==> src/rtl/cau_pkg.sv <==
// Package with operation codes and default widths for the complex arithmetic unit.
package cau_pkg;
  localparam int DefDataWidth = 16;
  localparam int DefFracBits  = 8;
  typedef enum logic [1:0] {
    OP_ADD = 2'd0,
    OP_SUB = 2'd1,
    OP_MUL = 2'd2,
    OP_DIV = 2'd3
  } op_t;
endpackage

==> src/rtl/cau_div.sv <==
// Pipelined restoring divider: one quotient bit per stage.
module cau_div import cau_pkg::*; #(
  parameter int NW = 34,
  parameter int DW = 33,
  parameter int QW = 24,
  parameter int TW = 4
) (
  input  logic          clk,
  input  logic          rst,
  input  logic          adv,
  input  logic          in_vld,
  input  logic [NW-1:0] num,
  input  logic [DW-1:0] den,
  input  logic [TW-1:0] tag_in,
  output logic          out_vld,
  output logic [QW-1:0] quo,
  output logic [TW-1:0] tag_out
);
  // Stage s holds remainder (DW+1 bits), remaining numerator bits, quotient.
  logic [DW:0]   rem  [QW+1];
  logic [NW-1:0] nr   [QW+1];
  logic [QW-1:0] q    [QW+1];
  logic [DW-1:0] dn   [QW+1];
  logic [TW-1:0] tg   [QW+1];
  logic          v    [QW+1];
  logic [NW-1:0] hi;

  // Align numerator: the top NW-QW bits sit below den, since the quotient fits QW bits.
  assign hi = num >> QW;
  always_comb begin
    rem[0] = '0;
    rem[0][NW-QW-1:0] = hi[NW-QW-1:0];
    nr[0] = num << (NW - QW);
    q[0]  = '0;
    dn[0] = den;
    tg[0] = tag_in;
    v[0]  = in_vld;
  end

  for (genvar s = 0; s < QW; s++) begin : g_stage
    logic [DW+1:0] sh;
    logic [DW+1:0] df;
    assign sh = {rem[s], nr[s][NW-1]};
    assign df = sh - {2'b00, dn[s]};
    always_ff @(posedge clk) begin
      if (rst) v[s+1] <= 1'b0;
      else if (adv) v[s+1] <= v[s];
      if (adv) begin
        rem[s+1] <= df[DW+1] ? sh[DW:0] : df[DW:0];
        q[s+1]   <= {q[s][QW-2:0], ~df[DW+1]};
        nr[s+1]  <= nr[s] << 1;
        dn[s+1]  <= dn[s];
        tg[s+1]  <= tg[s];
      end
    end
  end

  assign out_vld = v[QW];
  assign quo     = q[QW];
  assign tag_out = tg[QW];
endmodule

==> config.mk <==
export PLATFORM = sky130hd
export DESIGN_NAME = cau_div
export DESIGN_NICKNAME = d
export VERILOG_FILES = /design/src/rtl/cau_pkg.sv /design/src/rtl/cau_div.sv
export SDC_FILE = /design/constraint.sdc
export NUM_CORES = 2
export LEC_CHECK = 0
export BUFFER_PORTS_ARGS = -buffer_cell sky130_fd_sc_hd__buf_2
export CAP_MARGIN = 15
export CORE_UTILIZATION = 56
export DETAILED_ROUTE_END_ITERATION = 8
export PLACE_DENSITY = 0.72
export SETUP_SLACK_MARGIN = 0.1
export SLEW_MARGIN = 20
export SYNTH_ARGS = -nofsm -noshare
export SYNTH_HDL_FRONTEND = slang
export SYNTH_SLANG_ARGS = --single-unit
==> constraint.sdc <==
create_clock -name clk -period 4.3 [get_ports clk]
set_clock_uncertainty 0.2 [all_clocks]
set_input_delay 1.075 -clock clk [delete_from_list [all_inputs] [get_ports clk]]
set_output_delay 1.075 -clock clk [all_outputs]
set_load 0.02 [all_outputs]
Word level (Yosys, flattened, before mapping). Index checks and enable logic that the tools add are counted.

Bits in latches: 0. ROM bits: 0. Bits in registers: 2237. Memories kept: 0. Output and inout port bits: 29. Word-level logic and storage cells: 213. Bits in writable memories: 0. Input bits: 75.

Equality and inequality tests: 0. Add/subtract/negate cells: 24. Shifts and indexed selects: 0. Reductions and logical operators: 0. Bitwise gates (word level): 24. Magnitude comparators: 0. Muxes and demuxes: 23. $mul: 0. Divide/modulo/power cells: 0.

Operator list (number): $sub A35 B33 Y35 (23); $mux W34 (22); $sub A11 B33 Y34 (1); $not A1 Y1 (24); $mux W11 (1).

Longest topological paths before layout.
Depth in word-level cells: 2. Gate-level depth with buffers: 15. Mapped depth without buffers: 14.

Worst setup path before layout. Ideal clock, no wire load.

Path kind: register to register. From: register dn[132] (netlist name). To: register rem (netlist bit g_stage[21].sh[29]), data pin. Data arrival time: 3454 ps. Data required time: 3831 ps. Stages on the path, launching flop included: 14. Buffers on the path: 2. Slack: 377 ps. Library setup time: 269 ps. Clock period less this slack: 3923 ps. Path through: edfxtp_1 -> ha_1 -> fa_1 -> nand2b_1 -> a21oi_1 -> o211ai_1 -> a2111oi_0 -> nor2_1 -> a211oi_1 -> a21oi_1 -> xor2_1 -> clkbuf_1 -> clkbuf_1 -> o21ai_0.

Longest elaborated chain between the ends: 2.

Ends and longest elaborated chain: start, declared (RTL line cau_div.sv:23) `logic [DW-1:0] dn [QW+1];`; start signal, assigned by index (RTL line cau_div.sv:52) `dn[s+1] <= dn[s];`; $sub A35 B33 Y35 (RTL line cau_div.sv:44) `assign df = sh - {2'b00, dn[s]};`; $mux W34 (RTL line cau_div.sv:49) `rem[s+1] <= df[DW+1] ? sh[DW:0] : df[DW:0];`; end signal, assigned by index (RTL line cau_div.sv:49); end, declared (RTL line cau_div.sv:20) `logic [DW:0] rem [QW+1];`.

Every way passes these cells. A chain may end at the register's enable or synchronous reset.

Worst setup path after layout.
From: register dn[114] (netlist name). To: register rem (netlist bit g_stage[22].sh[30]), data pin.

The elaborated chain is that of the path after synthesis.

==> run summary <==
Synthesis
* **FFs w/ async S/R, synth** 0
* **post-synthesis sequential area ratio** 0.573
* **Cell variety after synth** 98
* **most common cell in the synthesized netlist** sky130_fd_sc_hd__edfxtp_1
* **warning count from the yosys run** 0
* **total of flip-flops plus latches after synthesis** 2237
* **mapped cell area** 117000 sq um
* **post-synth top area cell** sky130_fd_sc_hd__edfxtp_1
* **most used standard cells in the synthesized netlist** 2213 x sky130_fd_sc_hd__edfxtp_1, 942 x sky130_fd_sc_hd__inv_1, 769 x sky130_fd_sc_hd__ha_1
* **average instance area after synthesis** 12.1 sq um
* **main area contributors after synthesis** sky130_fd_sc_hd__edfxtp_1 57%, sky130_fd_sc_hd__ha_1 8.2%, sky130_fd_sc_hd__mux2_2 3.5%
* **post-synth top area share** 0.569
* **Mapped Cells** 9686
* **commonest register cell after synthesis** sky130_fd_sc_hd__edfxtp_1
* **Post-synth EDFFs** 2213

Floorplanning
* **Initial Utilization** 0.564
* **die extent in x** 459 um
* **height of the chip** 459 um
* **die area** 210000 sq um
* **area of the placeable core** 207000 sq um
* **number of standard-cell rows in the floorplan** 167
* **IO Pins** 104

Worst setup path
* **Worst setup SP type** flop
* **highest net fanout along the worst path** 18
* **Worst R2R Setup Slack** 190 ps
* **launch point of the worst path** dn[114]$_DFFE_PP_
* **kind of capture point of the worst setup path** flop
* **capturing point of the worst reg2reg path** g_stage[22].sh[30]$_DFFE_PP_
* **cells on worst reg2reg path** 13
* **source of the worst register-to-register timing path** dn[114]$_DFFE_PP_
* **arrival time reported for the critical path endpoint** 4540 ps
* **Worst Path Required** 4720 ps
* **Setup CP Type** flop to flop

Route
* **overall routed net length** 258000 um
* **number of routed nets with antenna violations** 0
* **wire length per cell** 19.9 um
* **drt initial violations** 6038
* **residual DRC count** 0
* **via-per-instance ratio** 5.78
* **number of iterations in the first detailed-routing pass** 8
* **via count** 75100

Clocking
* **TritonCTS Buffers** 230
* **clock latency of the later-clocked register in the worst-skew pair** 900 ps
* **Max clock buf depth** 3
* **clock tree from TritonCTS** yes
* **clock edge transition at the registers on the reported setup and hold paths** 60 ps
* **clk sink count** 2237
* **depth of the CTS H-tree** 4
* **clk root buf** sky130_fd_sc_hd__clkbuf_16
* **number of hold buffers added after cts** 0

Final layout
* **area overhead of the layout relative to synthesis** 12.4%
* **fraction of the core area covered by cells at the end of the flow** 0.634
* **area of all placed cells without fillers** 131000 sq um
* **final-stage net count** 10900
* **Cell Count, Final, Fillers Out** 13000
* **proportion of layout cells with a drive suffix above 1** 0.123

STA
* **final hold viol count** 0
* **unrepaired setup endpoints after global routing** no
* **final setup margin** 187 ps
* **minimum period implied by the final worst setup slack** 4110 ps
* **number of pins exceeding their max-slew limit in the final report** 0
* **count of endpoints failing setup in the final report** 0
* **Max Clk Rate** 243 MHz
* **final worst path period share** 0.957
* **normalized max-slew margin** 0.379
* **measured slew at the worst slew-check pin** 925 ps

Placed design
* **number of placed instances, taps included** 12500
* **routability-driven placement congestion ratio** 0.938
* **Placed Area** 122000 sq um
* **half-perimeter wire length after detailed placement** 190000 um
* **input/output buffers** 103
* **worst setup timing slack at the placement stage** -71.7 ps

Hold path
* **worst hold start** num[10]
* **Hold WC Path Type** input pin to flop
* **hold-critical path endpoint** nr[803]$_DFFE_PP_
* **cell depth of the worst min-delay path** 1

Power
* **P per Cell Area** 808 nW/um^2
* **static leakage power** 53.3 nW
* **worst voltage drop across the vdd grid** 0.000512 V

Global route
* **largest net degree at the start of global routing** 121
* **global-route wire length before repair** 399000 um
* **residual overflow from global routing** 0
* **antenna violations before repair** 10
* **number of global-route vias before repair** 73700
* **total routing usage reported by global routing** 0.239

Run
* **MaxCap Viol Count** 0

Status
* **result of the run** complete, no violations

==> power by group <==
group / switching, W / internal, W
sequential: 0.00352 / 0.0321
clock: 0.00878 / 0.0124
combinational: 0.0264 / 0.0228
==> what timing repair did <==
item                                   in CTS  in global routing
buffers inserted                            6                 29
setup endpoints to repair                 243                511
pin swaps                                   6                 34
gates resized for setup                    16                 76
cloned                                      0                  9
endpoints found under the hold margin       0                  0
==> metrics by stage <==
stage | setup TNS (ps) | hold WS, ps | power [W]
finish | 0 | 150 | 0.106
global route | 0 | 103 | 0.113
CTS | 0 | 84.2 | 0.105
detailed placement | -1560 | 205 | 0.0827
global placement | -870 | 200 | 0.0816
floorplan | 0 | 200 | 0.0692
==> how the worst max path moves through the flow <==
stage                                         to  cells past startpoint
global placement     g_stage[8].sh[14]$_DFFE_PP_                     13
floorplan           g_stage[21].sh[29]$_DFFE_PP_                     13
CTS                 g_stage[22].sh[29]$_DFFE_PP_                     13
detailed placement   g_stage[8].sh[12]$_DFFE_PP_                     13
global route          g_stage[7].sh[6]$_DFFE_PP_                     13
finish              g_stage[22].sh[30]$_DFFE_PP_                     13
==> layout make-up <==
| type | instances | area [sq um] |
|---|---|---|
| inverters | 943 | 3540 |
| fillers | 15700 | 75800 |
| clock inverters | 186 | 2370 |
| diodes | 5 | 12.5 |
| repair buffers | 353 | 3210 |
| well taps | 2788 | 3490 |
| flip-flops and latches | 2237 | 66900 |
| multi-input cells | 6241 | 45900 |
| clock buffers | 251 | 5840 |
==> flip-flops by register name, indices dropped and copies added, names as in the netlist <==
signal and count:
dn 759, g_stage.sh 805, nr 253, out_vld 1, q 276, quo 24
tag_out 4, tg 92, v 23
==> layout by cell type (no fill, tap or decap), types with 133 or more instances in the layout <==
| cell | synthesis | layout |
|---|---|---|
| sky130_fd_sc_hd__a21o_1 | 376 | 375 |
| sky130_fd_sc_hd__nand2_1 | 717 | 717 |
| sky130_fd_sc_hd__o21ai_0 | 677 | 673 |
| sky130_fd_sc_hd__nand3_1 | 142 | 140 |
| sky130_fd_sc_hd__clkbuf_16 | 0 | 239 |
| sky130_fd_sc_hd__a21oi_1 | 624 | 616 |
| sky130_fd_sc_hd__xnor2_1 | 351 | 346 |
| sky130_fd_sc_hd__buf_4 | 28 | 187 |
| sky130_fd_sc_hd__nor2_1 | 368 | 368 |
| sky130_fd_sc_hd__edfxtp_1 | 2213 | 2213 |
| sky130_fd_sc_hd__xor2_1 | 284 | 278 |
| sky130_fd_sc_hd__mux2_2 | 360 | 360 |
| sky130_fd_sc_hd__inv_1 | 942 | 942 |
| sky130_fd_sc_hd__nor2b_1 | 138 | 133 |
| sky130_fd_sc_hd__ha_1 | 769 | 768 |
==> cells by family (layout without fill, tap and decap cells) <==
group                      count (synthesis)  after routing  share of synthesized area
adders and majority gates                792            792                     0.0863
DFF                                     2237           2237                      0.573
other                                      1             17                  0.0000321
AOI/OAI and AO/OA                       2470           2470                      0.134
xor gates and xnor gates                 644            644                     0.0489
muxes                                    409            409                     0.0389
and+or+nand+nor                         1914           1914                     0.0780
buffers and inverters                   1219           1733                     0.0407
==> metal layers <==
metal / track usage / part of all wire / wire (um)
met1: 0.293 / 0.41 / 106000
met2: 0.429 / 0.51 / 133000
met3: 0.0287 / 0.038 / 9830
met4: 0.0931 / 0.039 / 10100
met5: 0 / 0.00010 / 27
==> worst max-delay path: stages, from the launching register on <==
cell and delay [ps]:
sky130_fd_sc_hd__edfxtp_1 350, sky130_fd_sc_hd__inv_1 50, sky130_fd_sc_hd__ha_1 360, sky130_fd_sc_hd__a21o_1 230, sky130_fd_sc_hd__a21oi_1 290, sky130_fd_sc_hd__nor3b_1 250, sky130_fd_sc_hd__or3b_1 450, sky130_fd_sc_hd__a31oi_4 260
sky130_fd_sc_hd__o31ai_4 140, sky130_fd_sc_hd__a2111oi_4 370, sky130_fd_sc_hd__xnor2_2 180, sky130_fd_sc_hd__buf_12 170, sky130_fd_sc_hd__clkbuf_16 200, sky130_fd_sc_hd__mux2_2 350
(Power assumes the default switching activity.)
